--- src/hw/rtl/slru_pkg.sv ---
// ----------------------------------------------------------------------------
// slru_pkg
// Shared sizes, cell and segment command types for the segmented LRU policy.
// ----------------------------------------------------------------------------
package slru_pkg;

    localparam int MAX_SEGMENTS    = 4;
    localparam int SEGMENT_ENTRIES = 16;
    localparam int KEY_WIDTH       = 32;

    localparam int SEG_W = (MAX_SEGMENTS > 1) ? $clog2(MAX_SEGMENTS) : 1;
    localparam int POS_W = $clog2(SEGMENT_ENTRIES);
    localparam int CNT_W = $clog2(SEGMENT_ENTRIES + 1);
    localparam int NS_W  = $clog2(MAX_SEGMENTS + 1);

    // Configuration register indexes
    typedef enum logic [0:0] {
        REG_NUM_SEGMENTS     = 1'b0,
        REG_SEGMENT_CAPACITY = 1'b1
    } t_reg_idx;

    // What one cell does this cycle
    typedef enum logic [1:0] {
        CELL_HOLD,
        CELL_FROM_LEFT,
        CELL_FROM_RIGHT
    } t_cell_op;

    // What a whole segment does this cycle
    typedef enum logic [1:0] {
        SEG_HOLD,
        SEG_REMOVE,
        SEG_PUSH
    } t_seg_op;

    typedef struct packed {
        t_seg_op              op;
        logic [POS_W-1:0]     pos;   // removal position
        logic [KEY_WIDTH-1:0] key;   // key pushed at the front
    } t_seg_cmd;

    typedef struct packed {
        logic                 hit;
        logic [POS_W-1:0]     hit_pos;
        logic [CNT_W-1:0]     count;
        logic [KEY_WIDTH-1:0] tail_key;
    } t_seg_stat;

endpackage

--- src/hw/rtl/slru_cell.sv ---
// ----------------------------------------------------------------------------
// slru_cell
// One slot of a segment: holds a key, takes a neighbour's key on shifts.
// ----------------------------------------------------------------------------
module slru_cell (
    input  logic                          i_clk,
    input  slru_pkg::t_cell_op            i_op,
    input  logic [slru_pkg::KEY_WIDTH-1:0] i_left_key,
    input  logic [slru_pkg::KEY_WIDTH-1:0] i_right_key,
    input  logic [slru_pkg::KEY_WIDTH-1:0] i_match_key,
    output logic [slru_pkg::KEY_WIDTH-1:0] o_key,
    output logic                          o_match
);
    import slru_pkg::*;

    logic [KEY_WIDTH-1:0] r_key;

    always_ff @(posedge i_clk) begin
        case (i_op)
            CELL_FROM_LEFT:  r_key <= i_left_key;
            CELL_FROM_RIGHT: r_key <= i_right_key;
            default:         r_key <= r_key;
        endcase
    end

    assign o_key   = r_key;
    assign o_match = (r_key == i_match_key);

endmodule

--- src/hw/rtl/slru_seg.sv ---
// ----------------------------------------------------------------------------
// slru_seg
// One LRU segment: a row of cells, most recent at cell 0, plus its fill count.
// ----------------------------------------------------------------------------
module slru_seg (
    input  logic                          i_clk,
    input  logic                          i_rst_n,
    input  slru_pkg::t_seg_cmd            i_cmd,
    input  logic [slru_pkg::KEY_WIDTH-1:0] i_lookup_key,
    output slru_pkg::t_seg_stat           o_stat
);
    import slru_pkg::*;

    logic [KEY_WIDTH-1:0] w_key [SEGMENT_ENTRIES];
    logic [SEGMENT_ENTRIES-1:0] w_match;
    t_cell_op w_op [SEGMENT_ENTRIES];
    logic [CNT_W-1:0] r_count;
    logic [CNT_W-1:0] n_count;
    logic [CNT_W-1:0] w_tail_idx;

    for (genvar p = 0; p < SEGMENT_ENTRIES; p++) begin : g_cell
        logic [KEY_WIDTH-1:0] w_left;
        logic [KEY_WIDTH-1:0] w_right;
        if (p == 0) begin : g_first
            assign w_left = i_cmd.key;
        end else begin : g_mid
            assign w_left = w_key[p-1];
        end
        if (p == SEGMENT_ENTRIES - 1) begin : g_last
            assign w_right = w_key[p];
        end else begin : g_inner
            assign w_right = w_key[p+1];
        end

        always_comb begin
            case (i_cmd.op)
                SEG_PUSH:   w_op[p] = CELL_FROM_LEFT;
                SEG_REMOVE: w_op[p] = (POS_W'(p) >= i_cmd.pos) ? CELL_FROM_RIGHT
                                                                : CELL_HOLD;
                default:    w_op[p] = CELL_HOLD;
            endcase
        end

        slru_cell u_cell (
            .i_clk       (i_clk),
            .i_op        (w_op[p]),
            .i_left_key  (w_left),
            .i_right_key (w_right),
            .i_match_key (i_lookup_key),
            .o_key       (w_key[p]),
            .o_match     (w_match[p])
        );
    end

    // first valid match, most recent wins
    always_comb begin
        o_stat.hit_pos = '0;
        for (int p = SEGMENT_ENTRIES - 1; p >= 0; p--) begin
            if (w_match[p] && (CNT_W'(p) < r_count)) begin
                o_stat.hit_pos = POS_W'(p);
            end
        end
    end

    always_comb begin
        logic [SEGMENT_ENTRIES-1:0] v;
        for (int p = 0; p < SEGMENT_ENTRIES; p++) begin
            v[p] = w_match[p] && (CNT_W'(p) < r_count);
        end
        o_stat.hit = |v;
    end

    assign w_tail_idx      = r_count - CNT_W'(1);
    assign o_stat.tail_key = w_key[w_tail_idx[POS_W-1:0]];
    assign o_stat.count    = r_count;

    always_comb begin
        n_count = r_count;
        case (i_cmd.op)
            SEG_REMOVE: if (r_count != '0) n_count = r_count - CNT_W'(1);
            SEG_PUSH:   if (r_count < CNT_W'(SEGMENT_ENTRIES)) n_count = r_count + CNT_W'(1);
            default:    n_count = r_count;
        endcase
    end

    always_ff @(posedge i_clk) begin
        if (!i_rst_n) begin
            r_count <= '0;
        end else begin
            r_count <= n_count;
        end
    end

endmodule

--- config.mk ---
export PLATFORM = sky130hd
export DESIGN_NAME = slru_seg
export DESIGN_NICKNAME = d
export VERILOG_FILES = /design/src/hw/rtl/slru_pkg.sv /design/src/hw/rtl/slru_cell.sv /design/src/hw/rtl/slru_seg.sv
export SDC_FILE = /design/constraint.sdc
export NUM_CORES = 1
export LEC_CHECK = 0
export BUFFER_PORTS_ARGS = -buffer_cell sky130_fd_sc_hd__buf_2
export CAP_MARGIN = 20
export CORE_MARGIN = 2
export CORE_UTILIZATION = 57
export CTS_CLUSTER_DIAMETER = 30
export DETAILED_ROUTE_END_ITERATION = 6
export PLACE_DENSITY_LB_ADDON = 0.12
export SETUP_SLACK_MARGIN = 0.02
export SLEW_MARGIN = 30
export SYNTH_ARGS = -nofsm -noshare
export SYNTH_HDL_FRONTEND = slang
export SYNTH_HIERARCHICAL = 1
export SYNTH_SLANG_ARGS = --single-unit
--- constraint.sdc ---
create_clock -name i_clk -period 3.5 [get_ports i_clk]
set_clock_uncertainty 0.15 [all_clocks]
set_input_delay 0.7 -clock i_clk [delete_from_list [all_inputs] [get_ports i_clk]]
set_output_delay 0.7 -clock i_clk [all_outputs]
set_load 0.01 [all_outputs]
==> flow_metrics.env, run 1 <==
export IMPL_status="finished with violations"
export IMPL_drt_initial_drc_count=2732
export IMPL_finalCritPeriodShare_pct=120
export IMPL_worst_pin_slew_ns=0.819
export IMPL_drive_above_1_share_pct=49.8
export IMPL_vias=22800
export IMPL_drtAntennaViolNets=0
export IMPL_clock_path_buffers=3
export IMPL_synth_edff_count=512
export IMPL_comb_power_share_pct=29.5
export IMPL_hold_buffers=0
export IMPL_multiInputGateArea_um2=16300
export IMPL_max_cap_violations=0
export IMPL_clock_latency_ns=0.71
export IMPL_cp_required_ns=2.65
export IMPL_place_gp_congestion=0.967
export IMPL_async_flop_share_pct=0
export IMPL_powerDensity_nw_per_um2=679
export IMPL_clkPwrFrac_pct=42.6
export IMPL_nFillCells=3520
export IMPL_power_internal_mw=20.2
export IMPL_grt_pass1_vias=22600
export IMPL_drt_wirelength_per_cell_um=28.9
export IMPL_port_buffers=113
export IMPL_cts_htree_levels=4
export IMPL_ys_seq_elements=517
export IMPL_synth_yosys_seq_area_share_pct=47.8
export IMPL_drt_wl_total_mm=103
export IMPL_p_switching_mw=8.35
export IMPL_period_needed_ns=4.19
export IMPL_area_growth_pct=30.0
export IMPL_grt_pass1_wl_mm=151
export IMPL_syn_nets=2262
export IMPL_worst_ep_arrival_time_ns=3.34
export IMPL_dr_pass1_iters=6
export IMPL_seqPwrFrac_pct=27.9
export IMPL_antenna_found_initial=9
export IMPL_pin_count=114
export IMPL_netlist_area_um2=32400
export IMPL_synthAdderAreaFrac_pct=0.881
export IMPL_synth_top_family_by_area="multiplexers"
export IMPL_fp_dieH_um=242
export IMPL_grt_overflow_total=0
export IMPL_fin_nets=2794
export IMPL_setup_violations=37
export IMPL_clock_sinks=517
export IMPL_leakagePower_nw=15.6
export IMPL_grt_setup_unrepaired="yes"
export IMPL_synth_cell_types=52
export IMPL_path_class="reg2out"
export IMPL_grtUsageMet2_pct=47.8
export IMPL_grt_usage_pct=35.0
export IMPL_cts_buffers=135
export IMPL_grt_met1_usage_pct=53.2
export IMPL_clk_pin_slew_ns=0.04
export IMPL_slew_violations=0
export IMPL_core_area_um2=56300
export IMPL_layout_setup_ws_ns=-0.690
export IMPL_yosys_warnings=6
export IMPL_post_route_util_pct=74.8
export IMPL_rows=87
export IMPL_cts_tree="done"
export IMPL_netlist_instances=2168
export IMPL_grt_max_degree=33
export IMPL_initial_core_util_pct=57.5
export IMPL_regArea_um2=15500
export IMPL_worst_path_max_fanout=4
export IMPL_synthTopCellsByArea="edfxtp_1 (47%), mux2_2 (17%), xor2_1 (14%), mux4_2 (11%), nor4_1 (2.5%)"
export IMPL_synth_xor_area_share_pct=14.0
export IMPL_irDropWorstVdd_mv=0.523
export IMPL_hold_viol_final=0
export IMPL_synthFlopType="edfxtp_1"
export IMPL_synth_area_leader_cell="edfxtp_1"
export IMPL_grt_util_met3_pct=9.81
export IMPL_die_w_um=242
export IMPL_synthSimpleGateAreaFrac_pct=4.19
export IMPL_synth_top_area_share_pct=47.5
export IMPL_die_area_um2=58700
export IMPL_endpoint_kind="output port"
export IMPL_p_sw_share_pct=29.2
export IMPL_synth_compound_area_share_pct=1.18
export IMPL_cts_root_buf="clkbuf_16"
export IMPL_hpwl_mm=70.4
export IMPL_viasPerCell=6.42
export IMPL_slew_headroom_pct=45.4
export IMPL_fmax_mhz=239
export IMPL_syn_area_per_cell_um2=14.9
export IMPL_synthMuxAreaShare_pct=29.0
export IMPL_violations="setup timing"
export IMPL_fin_cells=3559
export IMPL_globalRoute_busiestLayer="met1"
export IMPL_cp_start_kind="flip-flop"
export IMPL_dp_cells=3270
export IMPL_drc=0
export IMPL_holdCritPathClass="in2reg"
## cell usage after synthesis, drive strengths merged, types with 15 or more instances
master  instances
a21oi          16
buf            71
clkbuf         35
edfxtp        512
ha             22
inv            41
mux2          512
mux4          160
nand2          15
nand4          33
nor2           28
nor4          129
xor2          512
## layout by cell type (no fill, tap or decap), types with 4 or more instances in the layout
master and n:
o21ai_0 11, mux2_2 480, nor4_2 17, nor4_1 110, clkbuf_16 141, clkbuf_1 19
inv_1 39, nand2b_1 5, ha_1 18, xor2_1 503, a21oi_1 14, clkinvlp_4 10
clkinv_2 18, nand4_1 33, bufinv_16 17, mux2_1 32, buf_4 309, inv_6 4
buf_2 82, xor2_2 9, edfxtp_1 512, nor2_1 22, buf_16 25, mux4_2 160
clkinv_1 25, a31oi_1 5, nand2_1 15, buf_6 38, and2_1 4, buf_12 42
## power groups by stage
| stage | combinational (mW) | sequential, mW | clock (mW) |
|---|---|---|---|
| 2_1_floorplan | 3.81 | 7.90 | 0 |
| 3_3_place_gp | 6.29 | 8.02 | 0 |
| 3_5_place_dp | 6.37 | 8.06 | 0 |
| 4_1_cts | 8.22 | 7.96 | 12.3 |
| 5_1_grt | 8.64 | 8.03 | 12.6 |
| 6_report | 8.42 | 7.98 | 12.2 |
## logic make-up (layout without fill, tap and decap cells)
kind of cell	after synthesis	in the layout
and+or+nand+nor	232	232
muxes	673	673
adders and majority gates	23	23
other	0	2
DFF	517	517
xor gates and xnor gates	516	516
AOI/OAI and AO/OA	60	60
buffers and inverters	147	780
## final cells by class
cell class | count | share of cell area [%]
repair buffers | 501 | 11.4
multi-input cells | 1504 | 38.6
clock inverters | 79 | 2.10
diodes | 2 | 0.0119
flip-flops and latches | 517 | 36.8
well taps | 756 | 2.25
inverters | 41 | 0.372
clock buffers | 159 | 8.49
## per-stage QoR
| stage | setup slack (ns) | power (mW) | TNS [ns] | cell area (um2) | hold WS, ns |
|---|---|---|---|---|---|
| after floorplan | 0.0418 | 11.7 | 0 | 32400 | 0.420 |
| after global routing | -0.767 | 29.3 | -13.15 | 42100 | 0.134 |
| final | -0.690 | 28.6 | -11.60 | 42100 | 0.149 |
| after detailed placement | -1.03 | 14.4 | -3.17 | 36100 | 0.453 |
| after CTS | -0.862 | 28.4 | -13.12 | 41900 | 0.119 |
| after global placement | -1.03 | 14.3 | -3.23 | 36100 | 0.454 |
## timing repair
item / in CTS / in global routing
buffers inserted: 30 / 9
setup endpoints to repair: 37 / 37
pin swaps: 11 / 23
gates resized for setup: 107 / 42
gates cloned: 24 / 1
## sequential cells by signal, summed over array words and instances (netlist names)
register,cells
g_cell.u_cell/o_key,512
r_count,5
## final timing paths
| kind | startpoint | endpoint | slack (ns) | depth (start not counted) |
|---|---|---|---|---|
| setup / recovery | g_cell[15].u_cell/o_key[21] | o_stat[37] | -0.69 | 13 |
| hold / removal | i_cmd[14] | g_cell[0].u_cell/o_key[14] | 0.15 | 2 |
| setup reg to reg | r_count[0] | r_count[4] | 1.42 | 8 |
| hold reg to reg | g_cell[0].u_cell/o_key[4] | g_cell[1].u_cell/o_key[4] | 0.46 | 1 |
## critical path, stage by stage, from the launching register on
cell and delay (ns):
edfxtp_1 0.46, xor2_1 0.19, nor4_1 0.31, buf_4 0.17, nand4_1 0.17, nor2_1 0.20
buf_4 0.17, nor2b_4 0.14, o21ai_2 0.06, a22oi_2 0.20, o211ai_1 0.14, a21oi_1 0.21
buf_4 0.15, buf_6 0.10
## routing by layer
metal  wire length (um)  vias up
met4               2940        0
met2              43300     1323
met1              44700    11700
met3              12000      193
li1                   -     9582
met5                  0        -
Note: power is estimated with default switching activity, not from simulation.
==> run 2, diff against run 1 <==
==> constraint.sdc (replaced) <==
create_clock -name i_clk -period 3.5 [get_ports i_clk]
set_clock_uncertainty 0.15 [all_clocks]
set_input_delay 0.7 -clock i_clk [delete_from_list [all_inputs] [get_ports i_clk]]
set_output_delay 0.7 -clock i_clk [all_outputs]
set_load 0.005 [all_outputs]
==> run 2 against run 1 <==
  * The flow still finishes with violations (setup timing)
  * Setup slack worse by 0.064 ns
  * Critical endpoint is now o_stat[38]
  * Routed wire length up 3.8%
  * Flip-flop and latch count unchanged
  * Critical path type is now in2out
  * Global-route usage is 1.2 points higher
  * Register-to-register slack got worse by 0.45 ns
  * Clock power is 7% higher
  * Total power grew 2.2%
  * Via count rose by 3.1%
  * Combinational power shrank 2%
  * Utilization grew 1.7 points
  * Non-clock buffer count increased by 103
==> flow_metrics.env, run 2 (synthesized netlist as in run 1, its figures left out) <==
export IMPL_die_w_um=242
export IMPL_drt_wirelength_per_cell_um=29.0
export IMPL_powerDensity_nw_per_um2=678
export IMPL_final_cell_mix="xor2_1 (512), edfxtp_1 (512), mux2_2 (480)"
export IMPL_core_area_um2=56300
export IMPL_area_growth_pct=33.0
export IMPL_cp_required_ns=2.65
export IMPL_status="finished with violations"
export IMPL_hold_viol_final=0
export IMPL_worst_path_max_fanout=9
export IMPL_hold_buffers=0
export IMPL_max_cap_violations=0
export IMPL_finalCritPeriodShare_pct=122
export IMPL_drt_wl_total_mm=107
export IMPL_drtAntennaViolNets=0
export IMPL_grt_setup_unrepaired="yes"
export IMPL_cpMaxStageDelayCell="nor4_1"
export IMPL_cp_start_kind="primary input"
export IMPL_slew_violations=0
export IMPL_clk_pin_slew_ns=0.04
export IMPL_pin_count=114
export IMPL_leakagePower_nw=16.2
export IMPL_vias=23500
export IMPL_layout_setup_ws_ns=-0.754
export IMPL_period_needed_ns=4.25
export IMPL_path_class="in2out"
export IMPL_hpwl_mm=71.0
export IMPL_worst_ep_arrival_time_ns=3.40
export IMPL_dpl_cell_area_um2=36800
export IMPL_grt_pass1_vias=23900
export IMPL_die_area_um2=58700
export IMPL_grt_usage_pct=36.2
export IMPL_cts_root_buf="clkbuf_16"
export IMPL_finalSetupTns_ns=-15.40
export IMPL_grt_pass1_wl_mm=157
export IMPL_worst_pin_slew_ns=0.782
export IMPL_setup_violations=37
export IMPL_clock_latency_ns=0.72
export IMPL_grt_overflow_total=0
export IMPL_grt_util_met3_pct=10.0
export IMPL_drc=0
export IMPL_nFillCells=3401
export IMPL_rows=87
export IMPL_cp_cell_sequence="buf_2, buf_4, xor2_1, nor4_1, buf_4, nand4_1, nor2_1, a21oi_1, a21oi_1, buf_4, a21oi_1, o32ai_4, buf_2"
export IMPL_globalRoute_busiestLayer="met1"
export IMPL_clock_path_buffers=3
export IMPL_crit_buf_inv=5
export IMPL_fin_nets=2901
export IMPL_clock_sinks=517
export IMPL_grt_max_degree=33
export IMPL_cts_tree="done"
export IMPL_critPathMaxStageDelay_ns=0.42
export IMPL_dr_pass1_iters=7
export IMPL_grt_met1_usage_pct=54.0
export IMPL_crit_family="buffers and inverters"
export IMPL_cts_buffers=139
export IMPL_viasPerCell=6.40
export IMPL_place_gp_congestion=0.980
export IMPL_initial_core_util_pct=57.5
export IMPL_grtUsageMet2_pct=50.1
export IMPL_drt_initial_drc_count=2859
export IMPL_port_buffers=113
export IMPL_fmax_mhz=235
export IMPL_endpoint_kind="output port"
export IMPL_holdCritPathClass="in2reg"
export IMPL_fp_dieH_um=242
export IMPL_violations="setup timing"
export IMPL_design_area_um2=43100
export IMPL_cts_htree_levels=4
export IMPL_antenna_found_initial=12
export IMPL_largest_reg_flops=512
export IMPL_irDropWorstVdd_mv=0.634
export IMPL_slew_headroom_pct=47.6
export IMPL_drive_above_1_share_pct=51.6
==> run 2: worst reg2reg max path: cells and delay by family (launching register included) <==
kind	cells	cell delay (ns)
buf+inv	1	0.25
simple gates	2	0.60
flops	1	0.63
compound gates	2	0.82
==> run 2: metrics by stage <==
stage / util, % / worst slack, ns / power [mW] / instances / hold slack (ns)
2_1_floorplan: - / 0.0364 / 11.5 / 2168 / 0.420
3_3_place_gp: 65.4 / -1.06 / 14.2 / 3355 / 0.451
3_5_place_dp: 65.4 / -0.865 / 14.4 / 3356 / 0.456
4_1_cts: 76.3 / -0.744 / 28.9 / 3671 / 0.0985
5_1_grt: 76.5 / -0.865 / 29.9 / 3680 / 0.126
6_report: 76.5 / -0.754 / 29.2 / 3680 / 0.123
==> run 2: cell type report <==
class                           count  area [um2]  share of cell area [%]
Clock inverter                     90        1050                    2.43
Sequential cell                   517       15500                    35.9
Clock buffer                      166        3720                    8.63
Timing Repair Buffer              604        5550                    12.9
Antenna cell                        2        5.00                  0.0116
Tap cell                          756         946                    2.20
Inverter                           41         156                   0.363
Multi-Input combinational cell   1504       16200                    37.5
==> run 2: final timing paths <==
check,startpoint,endpoint,slack [ns],cells after the start
hold reg to reg,g_cell[0].u_cell/o_key[4],g_cell[1].u_cell/o_key[4],0.46,1
setup reg to reg,r_count[2],r_count[2],0.97,5
hold / removal,i_cmd[3],g_cell[0].u_cell/o_key[3],0.12,2
setup / recovery,i_lookup_key[18],o_stat[38],-0.75,13
==> run 2: timing repair <==
action	4_1_cts	5_1_grt
gates resized for setup	86	29
pin swaps	20	13
cloned	24	3
buffers inserted	36	12
endpoints found under the setup margin	37	37
==> run 2: routing by layer <==
layer | vias to the layer above | wire [um]
li1 | 9833 | -
met1 | 12100 | 45500
met2 | 1417 | 45100
met3 | 220 | 12400
met4 | 8 | 3810
met5 | - | 49
==> run 2: power by group <==
| group | leakage, nW | internal (mW) | switching (mW) | total, mW |
|---|---|---|---|---|
| clock network | 2.31 | 9.09 | 3.88 | 13.0 |
| logic | 9.04 | 4.24 | 4.05 | 8.29 |
| registers | 4.88 | 7.46 | 0.487 | 7.95 |
